[config.mk]
export PLATFORM = sky130hd
export DESIGN_NAME = rrt_ctrl
export DESIGN_NICKNAME = d
export VERILOG_FILES = /design/src/rrt_pkg.sv /design/src/rrt_ctrl.sv
export SDC_FILE = /design/constraint.sdc
export NUM_CORES = 1
export LEC_CHECK = 0
export ABC_AREA = 1
export BUFFER_PORTS_ARGS = -buffer_cell sky130_fd_sc_hd__buf_2
export CAP_MARGIN = 10
export CORE_UTILIZATION = 45
export DETAILED_ROUTE_END_ITERATION = 16
export GPL_ROUTABILITY_DRIVEN = 0
export MAX_ROUTING_LAYER = met4
export PLACE_DENSITY = 0.69
export SETUP_SLACK_MARGIN = 0.2
export SLEW_MARGIN = 20
export SYNTH_ARGS = -nofsm -noshare
export SYNTH_HDL_FRONTEND = slang
export SYNTH_SLANG_ARGS = --single-unit
export TNS_END_PERCENT = 50
[constraint.sdc]
create_clock -name clk_i -period 2 [get_ports clk_i]
set_input_delay 0.4 -clock clk_i [delete_from_list [all_inputs] [get_ports clk_i]]
set_output_delay 0.4 -clock clk_i [all_outputs]
set_load 0.05 [all_outputs]
[src/rrt_pkg.sv]
package rrt_pkg;

  localparam int MaxNodes = 1024;
  localparam int IdxW     = $clog2(MaxNodes);
  localparam int CntW     = $clog2(MaxNodes + 1);
  localparam int CoordW   = 16;
  localparam int StepW    = 15;
  localparam int CfgIdxW  = 2;
  localparam int CfgDataW = 16;

  localparam logic [CfgIdxW-1:0] CfgRootX = 2'd0;
  localparam logic [CfgIdxW-1:0] CfgRootY = 2'd1;
  localparam logic [CfgIdxW-1:0] CfgStep  = 2'd2;

  localparam logic OpExtend = 1'b0;
  localparam logic OpClear  = 1'b1;

  // Sample and node differences are exact in 17 bits; squared sums in 35.
  localparam int DiffW = 17;
  localparam int D2W   = 35;
  // r = isqrt(d2 << 16): radicand 51 bits, root 26 bits.
  localparam int RadW  = 52;
  localparam int RootW = 26;
  // Quotient numerator: step * |d| * 256 < 2^15 * 2^16 * 2^8.
  localparam int NumW  = 40;

  typedef enum logic [3:0] {
    DpIdle,
    DpClear,
    DpSearchStart,
    DpSearchStep,
    DpSteerStart,
    DpSqrtStep,
    DpDivXStart,
    DpDivStep,
    DpDivYStart,
    DpFinish
  } dp_cmd_e;

  typedef struct packed {
    logic search_done;
    logic sqrt_done;
    logic div_done;
  } dp_status_t;

endpackage

[src/rrt_ctrl.sv]
module rrt_ctrl (
  input  logic                clk_i,
  input  logic                rst_ni,
  input  logic                in_valid_i,
  output logic                in_stall_o,
  output logic                out_valid_o,
  input  logic                out_stall_i,
  input  logic                is_clear_i,
  input  rrt_pkg::dp_status_t status_i,
  output rrt_pkg::dp_cmd_e    cmd_o
);

  typedef enum logic [3:0] {
    StIdle, StDecode, StClear, StSearchStart, StSearch, StSteer, StSqrt,
    StDivX, StDivXRun, StDivY, StDivYRun, StFinish, StOut
  } state_e;

  state_e state_q;
  logic   out_valid_q;

  always_ff @(posedge clk_i or negedge rst_ni) begin
    if (!rst_ni) begin
      state_q     <= StIdle;
      out_valid_q <= 1'b0;
    end else begin
      case (state_q)
        StIdle:        if (in_valid_i) state_q <= StDecode;
        StDecode:      state_q <= is_clear_i ? StClear : StSearchStart;
        StClear: begin
          state_q     <= StOut;
          out_valid_q <= 1'b1;
        end
        StSearchStart: state_q <= StSearch;
        StSearch:      if (status_i.search_done) state_q <= StSteer;
        StSteer:       state_q <= StSqrt;
        StSqrt:        if (status_i.sqrt_done) state_q <= StDivX;
        StDivX:        state_q <= StDivXRun;
        StDivXRun:     if (status_i.div_done) state_q <= StDivY;
        StDivY:        state_q <= StDivYRun;
        StDivYRun:     if (status_i.div_done) state_q <= StFinish;
        StFinish: begin
          state_q     <= StOut;
          out_valid_q <= 1'b1;
        end
        StOut: begin
          // hold the word until taken
          if (!out_stall_i) begin
            out_valid_q <= 1'b0;
            state_q     <= StIdle;
          end
        end
        default: state_q <= StIdle;
      endcase
    end
  end

  always_comb begin
    case (state_q)
      StIdle:        cmd_o = rrt_pkg::DpIdle;
      StClear:       cmd_o = rrt_pkg::DpClear;
      StSearchStart: cmd_o = rrt_pkg::DpSearchStart;
      StSearch:      cmd_o = rrt_pkg::DpSearchStep;
      StSteer:       cmd_o = rrt_pkg::DpSteerStart;
      StSqrt:        cmd_o = rrt_pkg::DpSqrtStep;
      StDivX:        cmd_o = rrt_pkg::DpDivXStart;
      StDivXRun:     cmd_o = rrt_pkg::DpDivStep;
      StDivY:        cmd_o = rrt_pkg::DpDivYStart;
      StDivYRun:     cmd_o = rrt_pkg::DpDivStep;
      StFinish:      cmd_o = rrt_pkg::DpFinish;
      default:       cmd_o = rrt_pkg::DpSearchStart;
    endcase
  end

  assign in_stall_o  = (state_q != StIdle);
  assign out_valid_o = out_valid_q;

endmodule
Word-level counts from Yosys, hierarchy flattened --
Memory sizes are Yosys's and may differ from the RTL's. Index checks and enable logic that the tools add are counted. W data, S select, Z words.
Cells by class: reduce and logical (&&, ||, !) cells 6, equality and inequality tests 18, mux-type cells 10
Operators with widths (number):
- $pmux W4 S12 | 1
- $mux W4 | 6
- $eq A4 B4 Y1 const B | 5
- $eq A4 B3 Y1 const B | 4
- $ne A2 B2 Y1 const B | 6
- $eq A4 B2 Y1 const B | 2
- $reduce_and A6 Y1 | 1
- $eq A4 B1 Y1 const B | 1
- $logic_not A4 Y1 | 1
- $reduce_bool A4 Y1 | 1
- $mux W1 | 2
- $pmux W1 S2 | 1
- $reduce_and A2 Y1 | 1
- $reduce_bool A2 Y1 | 1
- $reduce_or A2 Y1 | 1
Word-level totals: register bits after elaboration 5, input bits 8, memories kept 1, bits in read-only memories 64
Memory list:
- (no name shown) | words 16, bits a word 4, read ports 1, clocked after Yosys merged registers in 0, write ports 0, RTL line rrt_ctrl.sv:58 | case (state_q)

Longest topological paths before layout --
Gate-level depths: netlist of run 1.
depth after elaboration 4, mapped depth 9, gate-level depth less buffers 9

Worst setup path before layout of run 1 --
No wires, ideal clock.
kind register to output, from reg state_q[2], to out cmd_o[1], arrival time 2.115 ns, stages on the path, launching flop included 6, slack -0.515 ns, cell sequence dfrtp_1 > buf_4 > inv_1 > nand2_1 > nor2_1 > a221oi_1
Between the ends: longest elaborated chain between the ends 1
Ends and longest elaborated chain:
- start, declared | RTL line rrt_ctrl.sv:18 | state_e state_q;
- start signal, assigned | RTL line rrt_ctrl.sv:23 | state_q <= StIdle;
- start signal, assigned | RTL line rrt_ctrl.sv:27 | StIdle: if (in_valid_i) state_q <= StDecode;
- start signal, assigned | RTL line rrt_ctrl.sv:28 | StDecode: state_q <= is_clear_i ? StClear : StSearchStart;
- $mem_v2 Z16 W4
- end, declared | RTL line rrt_ctrl.sv:10 | output rrt_pkg::dp_cmd_e cmd_o
Every way passes these cells.

Worst setup path after layout of run 1 --
from reg state_q[0], to out cmd_o[1]
The elaborated chain is that of the path after synthesis.

==> summary.md, run 1 <==
| Metric | Value |
|---|---|
| Net Count, Synth | 105 |
| EDFF count, synth | 0 |
| Largest net degree at the start of global routing | 8 |
| Top-area cell type share of the netlist area | 21.0% |
| Distinct cells, synth | 20 |
| Ys Warns | 0 |
| VDD IR max | 1.32 mV |
| Core area | 1170 sq um |
| Overall power | 1.54 mW |
| Buf/Inv on CP | 2 |
| Die Span Y | 38.4 microns |
| CTS tree | built |
| Sequential cell area fraction in the yosys report | 21.0% |
| Final Net Count | 129 |
| Die span in x | 38.4 microns |
| Crit path DAT | 1410 ps |
| Num CTS Buffers | 3 |
| Critical-path top delay cell | dfrtp_2 |
| Mapped cell area | 596 sq um |
| Vias in the first global route | 575 |
| Static leakage | 0.434 nW |
| Startpoint types | flip-flop |
| CP peak stage delay | 430 ps |
| # diodes | 0 |
| HPWL after DPL | 1120 microns |
| Crit Path Class | flip-flop to primary output |
| Clk_lat worst skew | 240 ps |
| Fin crit share | 90.5% |
| Full die area | 1470 sq um |
| Hold Vio Cnt, Final | 0 |
| Max_cap viols | 0 |
| Max Root-Sink Buffers | 2 |
| Post-Syn Instances | 92 |
| Worst hold path type | input port to asynchronous set/reset pin |
| CTS H-tree lvls | 1 |
| Clock transition at the registers of the reported paths | 50 ps |
| Family with the most delay on the worst path | flip-flops |
| Row Count | 12 |
| Top-count cell post-synth | nand2_1 |
| Crit-path cells | inv_4 > ha_4 > a221oi_4 > buf_6 |
| Final Max Slew Viols | 0 |
| CP Capture Type | primary output |
| Min cycle time layout | 1810 ps |
| GRT Total Usage | 25.4% |
| Final ANT Viol Nets | 0 |
| Ys flop type | dfrtp_1 |
| IO Count | 14 |
| TritonRoute pass-1 iters | 4 |
| Critical Path RT | 1600 ps |
| Final WL | 1570 microns |
| First-pass GRT wire length | 2480 microns |
| Dominant cell type by area after synthesis | dfrtp_1 |
| FMAX | 552 MHz |
| Area Overhead vs Synth | 36.8% |
| Vias/cell | 5.06 |
| Synth async-reset ratio | 100% |
| CTS Root Cell | clkbuf_4 |
| Largest cells by area after synthesis | dfrtp_1, nand2_1, ha_1 |
| Worst Tran Pin Value | 397 ps |
| Crit path max fanout | 5 |
| Initial antenna violation count | 0 |
| Slew headroom | 73.4% |
| Synth cell count leaders | nand2_1, inv_1, nor2_1 |
| Core Util, Final | 69.6% |
| Setup slack, reg-to-reg | 480 ps |
| Clk_skew | 6.79 ps |
| Share of cells above drive strength 1 | 42.6% |
| # setup viols final | 0 |
| Status | completed |
| Gr ovfl total | 0 |
| RSZ-0062 raised after global routing | true |
| Count of input and output buffers | 13 |
| PwrDens | 1890 nW/um^2 |
| DR iter-0 viols | 33 |
| Setup TNS Final | 0 ps |
| Clk sinks | 5 |
| DR WL/cell | 12.1 microns |
| DRC violations left | 0 |
| Synth Register Bits | 5 |
| Post-Syn Area per Cell | 6.47 sq um |
| DR vias | 653 |
| Initial Util | 50.9% |
[cells in the final DEF (no fill, tap or decap), drive strengths merged]
master / n
nand2: 26
inv: 19
buf: 18
nor2: 16
nand3: 11
clkbuf: 5
ha: 5
dfrtp: 5
nor3: 3
o21ai: 2
o22ai: 1
o221ai: 1
a221oi: 1
nand3b: 1
dlygate4sd3: 1
[through the flow]
stage / setup WS, ps / hold WS (ps) / instance area, sq um / std cells
2_1_floorplan: 86.4 / 104 / 622 / 92
3_5_place_dp: 93.8 / 216 / 704 / 119
6_report: 189 / 510 / 815 / 129
3_3_place_gp: 145 / 216 / 704 / 119
5_1_grt: 151 / 537 / 815 / 129
4_1_cts: 210 / 496 / 801 / 128
[area by class of cell]
cell class	count	area (sq um)
Inverter	19	73.8
Clock buffer	4	26.3
Multi-Input combinational cell	67	438
Timing Repair Buffer	20	131
Fill cell	102	357
Tap cell	14	17.5
Sequential cell	5	128
[logic make-up after synthesis]
kind of cell | count (synthesis) | share of synthesized area (%)
and+or+nand+nor | 57 | 49.6
buffers and inverters | 20 | 13.2
AOI/OAI and AO/OA | 5 | 5.67
adders and majority gates | 5 | 10.5
DFF | 5 | 21.0
[power breakdown]
group / switching [mW] / total [mW] / internal, mW
Sequential: 0.0520 / 0.199 / 0.147
Combinational: 0.788 / 1.23 / 0.443
Clock: 0.0379 / 0.113 / 0.0752
Total: 0.878 / 1.54 / 0.666
[sequential cells by signal, summed over array words and instances (netlist names)]
| signal | cells |
|---|---|
| state_q | 4 |
| out_valid_o | 1 |
[what timing repair did]
item	CTS	global route
hold buffers	1	0
resized for setup	10	3
setup buffers	4	1
hold endpoints to repair	5	0
endpoints found under the setup margin	5	4
gates cloned	0	0
pin swaps	1	0
[per-layer routing]
layer / wire length, microns / GRT usage [%] / vias up
li1: - / - / 332
met1: 675 / 32.7 / 290
met2: 800 / 41.5 / 31
met3: 88 / 3.49 / 0
met4: 0 / 7.76 / 0
met5: 0 / - / -
[path summary, 6_finish.rpt]
check / endpoint / cells past startpoint / start
worst max register to register: state_q[2] / 9 / state_q[0]
worst min-delay path: out_valid_o / 2 / rst_ni
worst min register to register: out_valid_o / 2 / out_valid_o
min in group clk_i: out_valid_o / 3 / out_stall_i
worst max-delay path: cmd_o[1] / 4 / state_q[0]
max in group asynchronous: state_q[0] / 2 / rst_ni
(Power assumes the default switching activity.)
==> inputs of run 2 (changes only) <==
--- a/config.mk
+++ b/config.mk
@@ -13,7 +13,6 @@
 export GPL_ROUTABILITY_DRIVEN = 0
 export MAX_ROUTING_LAYER = met4
 export PLACE_DENSITY = 0.69
-export SETUP_SLACK_MARGIN = 0.2
 export SLEW_MARGIN = 20
 export SYNTH_ARGS = -nofsm -noshare
 export SYNTH_HDL_FRONTEND = slang
==> run 2 against run 1 <==
  * Maximum frequency decreased by 6.4%
  * Non-clock buffer count fell by 5
  * Critical path depth unchanged
  * Hold slack worse by 5.7 ps
  * Largest power group unchanged
  * Critical path type unchanged
  * Largest cell class unchanged
  * Global-route usage fell by 3.7 points
  * Cell count down 3.9%
  * Flip-flop and latch count did not move
  * Via count decreased by 8.4%
  * First-iteration DRC count shrank 70%
  * Clock power is essentially flat
==> summary.md, run 2 (synthesis results as in run 1) <==
| Metric | Value |
|---|---|
| Row Count | 12 (unchanged) |
| DRC violations left | 0 (unchanged) |
| DR iter-0 viols | 10 (-70%) |
| Clock transition at the registers of the reported paths | 40 ps (about the same) |
| TritonRoute pass-1 iters | 4 (unchanged) |
| Full die area | 1470 sq um (unchanged) |
| Critical Path RT | 1600 ps (about the same) |
| Largest Register | state_q |
| Count of input and output buffers | 13 (unchanged) |
| Max_cap viols | 0 (unchanged) |
| Startpoint types | flip-flop |
| Clk_lat worst skew | 230 ps (about the same) |
| IO Count | 14 (unchanged) |
| Crit-path cells | inv_2 > ha_1 > a221oi_2 > buf_6 |
| Static leakage | 0.407 nW (-6.1%) |
| Worst Tran Pin Value | 322 ps (-74.7 ps) |
| Clk sinks | 5 (unchanged) |
| # diodes | 0 (unchanged) |
| Area Overhead vs Synth | 22.9% |
| Largest net degree at the start of global routing | 8 (unchanged) |
| Fin crit share | 96.7% (+6.2 points) |
| Gr ovfl total | 0 (unchanged) |
| CTS H-tree lvls | 1 (unchanged) |
| # setup viols final | 0 (unchanged) |
| Share of cells above drive strength 1 | 32.7% (-9.9 points) |
| Hold Vio Cnt, Final | 0 (unchanged) |
| Worst hold path type | input port to asynchronous set/reset pin |
| Vias/cell | 4.82 (-4.7%) |
| FMAX | 517 MHz (-6.4%) |
| CTS Root Cell | clkbuf_4 |
| Vias in the first global route | 549 (-4.5%) |
| Core Util, Final | 62.5% (-7.1 points) |
| Max Root-Sink Buffers | 2 (unchanged) |
| Slew headroom | 78.5% (+5.1 points) |
| Final WL | 1330 microns (-15%) |
| DR vias | 598 (-8.4%) |
| CP Capture Type | primary output |
| Setup TNS Final | 0 ps (unchanged) |
| Final ANT Viol Nets | 0 (unchanged) |
| First-pass GRT wire length | 2100 microns (-15%) |
| Most frequent cells in the layout | nand2_1, inv_1, buf_2, nor2_1, nand3_1 |
| RSZ-0062 raised after global routing | false |
| Die span in x | 38.4 microns (unchanged) |
| PwrDens | 1810 nW/um^2 (-4.4%) |
| Crit Path Class | flip-flop to primary output |
| DR WL/cell | 10.7 microns (-12%) |
| Critical-path top delay cell | dfrtp_1 |
| Commonest non-fill, non-tap cell in the layout | nand2_1 |
| Die Span Y | 38.4 microns (unchanged) |
| Initial antenna violation count | 0 (unchanged) |
| Crit path DAT | 1530 ps (+120 ps) |
| HPWL after DPL | 1120 microns (+0.61%) |
| Clk_skew | 2.20 ps (-4.59 ps) |
| Final Net Count | 124 (-3.9%) |
| Status | completed |
| GRT Total Usage | 21.7% (-3.7 points) |
| CP peak stage delay | 430 ps (about the same) |
| Num CTS Buffers | 3 (unchanged) |
| Min cycle time layout | 1930 ps (+123 ps) |
| Final Max Slew Viols | 0 (unchanged) |
| Crit path max fanout | 6 (+1) |
| Initial Util | 50.9% (unchanged) |
| Max reg flops | 4 (unchanged) |
| CTS tree | built |
| Core area | 1170 sq um (unchanged) |
| VDD IR max | 0.992 mV (-25%) |
## run 2: what timing repair did
action | CTS | global route
hold buffers | 1 | 0
setup endpoints to repair | 2 | 3
pin swaps | 0 | 0
resized for setup | 3 | 1
endpoints found under the hold margin | 5 | 0
buffers inserted | 0 | 0
## run 2: per-layer routing
layer,part of all wire (%),GRT usage [%]
met5,0,-
met3,2.6,3.49
met2,50,36.0
met4,0,9.48
met1,47,25.9
## run 2: worst max-delay path: cells and delay by family, from the launching register on
kind	cells	cell delay, ps
buffers and inverters	2	290
AO/OA/AOI/OAI	1	260
flip-flops	1	430
adder cells (fa/ha/maj)	1	310
## run 2: final timing paths
check	endpoint	startpoint	depth (start not counted)	slack (ps)
setup reg to reg	state_q[0]	state_q[0]	9	310
min in group clk_i	out_valid_o	out_stall_i	3	530
hold / removal	state_q[1]	rst_ni	2	500
hold reg to reg	out_valid_o	out_valid_o	2	540
max in group asynchronous	state_q[3]	rst_ni	2	1370
setup / recovery	cmd_o[1]	state_q[0]	4	70
## run 2: report_power, final
group | internal (mW) | switching (mW) | leakage (nW) | total [mW]
sequential | 0.144 | 0.0540 | 0.0605 | 0.198
combinational | 0.321 | 0.695 | 0.331 | 1.02
clock | 0.0751 | 0.0360 | 0.0150 | 0.111
## run 2: final cells by class
type,count,area (sq um)
fill,124,439
multi-input combinational,67,400
sequential,5,125
timing repair buffer,15,91.3
inverter,19,71.3
clock buffer,4,26.3
tap,14,17.5
## run 2: stage by stage
stage                     std cells  hold slack, ps  total power [mW]  instance area [sq um]  setup WS, ps
after floorplan                  92             104             0.976                    604          10.6
final                           124             504              1.33                    732          65.7
after global placement          119             216              1.17                    687           242
after CTS                       124             499              1.33                    732          2.42
after global routing            124             528              1.42                    732          4.43
after detailed placement        119             218              1.17                    687           198
==> inputs of run 3 (changes only) <==
--- a/config.mk
+++ b/config.mk
@@ -5,14 +5,14 @@
 export SDC_FILE = /design/constraint.sdc
 export NUM_CORES = 1
 export LEC_CHECK = 0
-export ABC_AREA = 1
+export ABC_AREA = 0
 export BUFFER_PORTS_ARGS = -buffer_cell sky130_fd_sc_hd__buf_2
 export CAP_MARGIN = 10
-export CORE_UTILIZATION = 45
+export CORE_AREA = 2 2 39 41
 export DETAILED_ROUTE_END_ITERATION = 16
+export DIE_AREA = 0 0 41 43
 export GPL_ROUTABILITY_DRIVEN = 0
 export MAX_ROUTING_LAYER = met4
-export PLACE_DENSITY = 0.69
 export SLEW_MARGIN = 20
 export SYNTH_ARGS = -nofsm -noshare
 export SYNTH_HDL_FRONTEND = slang
==> run 3 against run 2 <==
  * Synthesized cell count down 35%
  * Maximum frequency is 0.79% higher
  * Worst setup slack better by 15 ps
  * Critical path depth unchanged
  * Cell count down 22%
==> summary.md, run 3 <==
| Metric | Value |
|---|---|
| Critical-path top delay cell | or3b_4 |
| CTS tree | built |
| RR Startpoint | state_q[1] |
| Final Max Slew Viols | 0 (unchanged) |
| Max_cap viols | 0 (unchanged) |
| Critical Path RT | 1600 ps (about the same) |
| Family with the most delay on the worst path | simple AND/OR/NAND/NOR gates |
| Slew headroom | 72.7% (-5.8 points) |
| Status | completed |
| Vias/cell | 5.29 (+9.7%) |
| Net Count, Synth | 73 (-30%) |
| Core Util, Final | 51.0% (-12 points) |
| Buf/Inv on CP | 2 (unchanged) |
| Worst Tran Pin Value | 408 ps (+85.7 ps) |
| TritonRoute pass-1 iters | 4 (unchanged) |
| Synth cell count leaders | nand2_1, dfrtp_1, ha_1, o21ai_0 |
| Worst r2r dst | state_q[2] |
| Sequential cell area fraction in the yosys report | 25.1% (+4.1 points) |
| Fin crit share | 96.0% (-0.76 points) |
| R2R depth | 6 (-3) |
| Dominant cell type by area after synthesis | dfrtp_1 |
| Setup crit start | state_q[1] |
| WP depth | 4 (unchanged) |
| DR vias | 513 (-14%) |
| FMAX | 521 MHz (+0.79%) |
| Commonest non-fill, non-tap cell in the layout | buf_2 |
| Clk_lat worst skew | 250 ps (+20 ps) |
| Startpoint types | flip-flop |
| Mapped cell area | 498 sq um (-16%) |
| Crit path max fanout | 9 (+3) |
| GRT Total Usage | 17.8% (-3.9 points) |
| Worst hold path type | input port to asynchronous set/reset pin |
| Vias in the first global route | 483 (-12%) |
| Core area | 1380 sq um (+18%) |
| Initial Util | 36.0% (-15 points) |
| Num CTS Buffers | 3 (unchanged) |
| Max reg flops | 4 (unchanged) |
| Final WL | 1280 microns (-4.0%) |
| Die span in x | 41 microns (+6.8%) |
| Largest cells by area after synthesis | dfrtp_1, ha_1, o21ai_0 |
| Ys flop type | dfrtp_1 |
| Max Root-Sink Buffers | 2 (unchanged) |
| Hold Vio Cnt, Final | 0 (unchanged) |
| Ys Warns | 0 (unchanged) |
| Post-Syn Instances | 60 (-35%) |
| RSZ-0062 raised after global routing | false |
| Clk_skew | 5.61 ps (+3.41 ps) |
| Most frequent cells in the layout | buf_2, nand2_1, buf_4, o21ai_0, dfrtp_1 |
| Top-area cell type share of the netlist area | 25.1% (+4.1 points) |
| HPWL after DPL | 888 microns (-21%) |
| EDFF count, synth | 0 (unchanged) |
| DRC violations left | 0 (unchanged) |
| Full die area | 1760 sq um (+20%) |
| Share of cells above drive strength 1 | 45.7% (+13 points) |
| CTS H-tree lvls | 1 (unchanged) |
| CP peak stage delay | 410 ps (-20 ps) |
| Die Span Y | 43 microns (+12%) |
| Min cycle time layout | 1920 ps (-15.1 ps) |
| Row Count | 14 (+2) |
| Largest net degree at the start of global routing | 13 (+5) |
| Setup slack, reg-to-reg | 200 ps (-110 ps) |
| DR WL/cell | 13.2 microns (+23%) |
| CP Capture Type | primary output |
| Crit path DAT | 1520 ps (about the same) |
| Final ANT Viol Nets | 0 (unchanged) |
| Distinct cells, synth | 31 (+55%) |
| Initial antenna violation count | 0 (unchanged) |
| Clk sinks | 5 (unchanged) |
| Gr ovfl total | 0 (unchanged) |
| CTS Root Cell | clkbuf_4 |
| # setup viols final | 0 (unchanged) |
| Synth Register Bits | 5 (unchanged) |
| Clock transition at the registers of the reported paths | 50 ps (about the same) |
| Crit Path Class | flip-flop to primary output |
| Count of input and output buffers | 13 (unchanged) |
| Final Net Count | 95 (-23%) |
| Area Overhead vs Synth | 41.7% |
| First-pass GRT wire length | 2060 microns (-2.3%) |
| Top-count cell post-synth | nand2_1 |
| Synth async-reset ratio | 100% (unchanged) |
| # diodes | 0 (unchanged) |
| Critical Path End | in_stall_o |
| Post-Syn Area per Cell | 8.30 sq um (+28%) |
| Crit-path cells | inv_2 > ha_4 > or3b_4 > buf_6 |
| Largest Register | state_q |
| DR iter-0 viols | 15 (+5) |
| IO Count | 14 (unchanged) |
-- run 3: logic make-up (layout without fill, tap and decap cells) --
group | after synthesis | after routing | synth area share, %
AO/OA/AOI/OAI | 20 | 20 | 27.4
AND/OR/NAND/NOR | 19 | 19 | 21.6
buffers and inverters | 8 | 29 | 6.28
adder cells (fa/ha/maj) | 5 | 5 | 12.6
flip-flops | 5 | 5 | 25.1
multiplexers | 3 | 3 | 7.03
-- run 3: metrics by stage --
step	worst slack [ps]	instance area, sq um	setup TNS (ps)	hold slack (ps)	cells
after floorplan	-73.6	504	-73.6	104	60
after CTS	-7.82	674	-7.82	492	95
after detailed placement	93.9	607	0	224	90
final	80.8	706	0	493	97
after global placement	127	607	0	222	90
after global routing	10.3	706	0	511	97
-- run 3: final cells by class --
cell class,count,area [sq um]
inverter,5,21.3
timing repair buffer,20,133
tap,16,20.0
sequential,5,126
clock buffer,4,26.3
fill,136,678
multi-input combinational,47,379
-- run 3: timing repair --
action                                 CTS  global route
hold buffers                             1             0
buffers inserted                         0             2
pin swaps                                0             1
cloned                                   0             0
endpoints found under the hold margin    5             0
setup endpoints to repair                2             3
resized for setup                        8             8
-- run 3: how the worst min path moves through the flow --
stage	from	cells after the start	slack [ps]	end
finish	rst_ni	2	490	out_valid_o
global route	rst_ni	2	510	out_valid_o
CTS	rst_ni	2	490	state_q[2]
detailed placement	rst_ni	1	220	out_valid_o
global placement	rst_ni	1	220	state_q[2]
floorplan	rst_ni	0	100	out_valid_o
-- run 3: per-layer routing --
layer  GRT usage (%)  vias up  part of all wire, %
met3            6.81        2                  5.8
met2            25.0       16                   47
li1                -      260                    -
met4            6.67        0                 0.94
met1            22.5      235                   47
met5               -        -                    0
Power of run 3 is left out: the tool's default activity adds up to more than one toggle a clock period on the data nets, which glitch-free logic cannot reach.
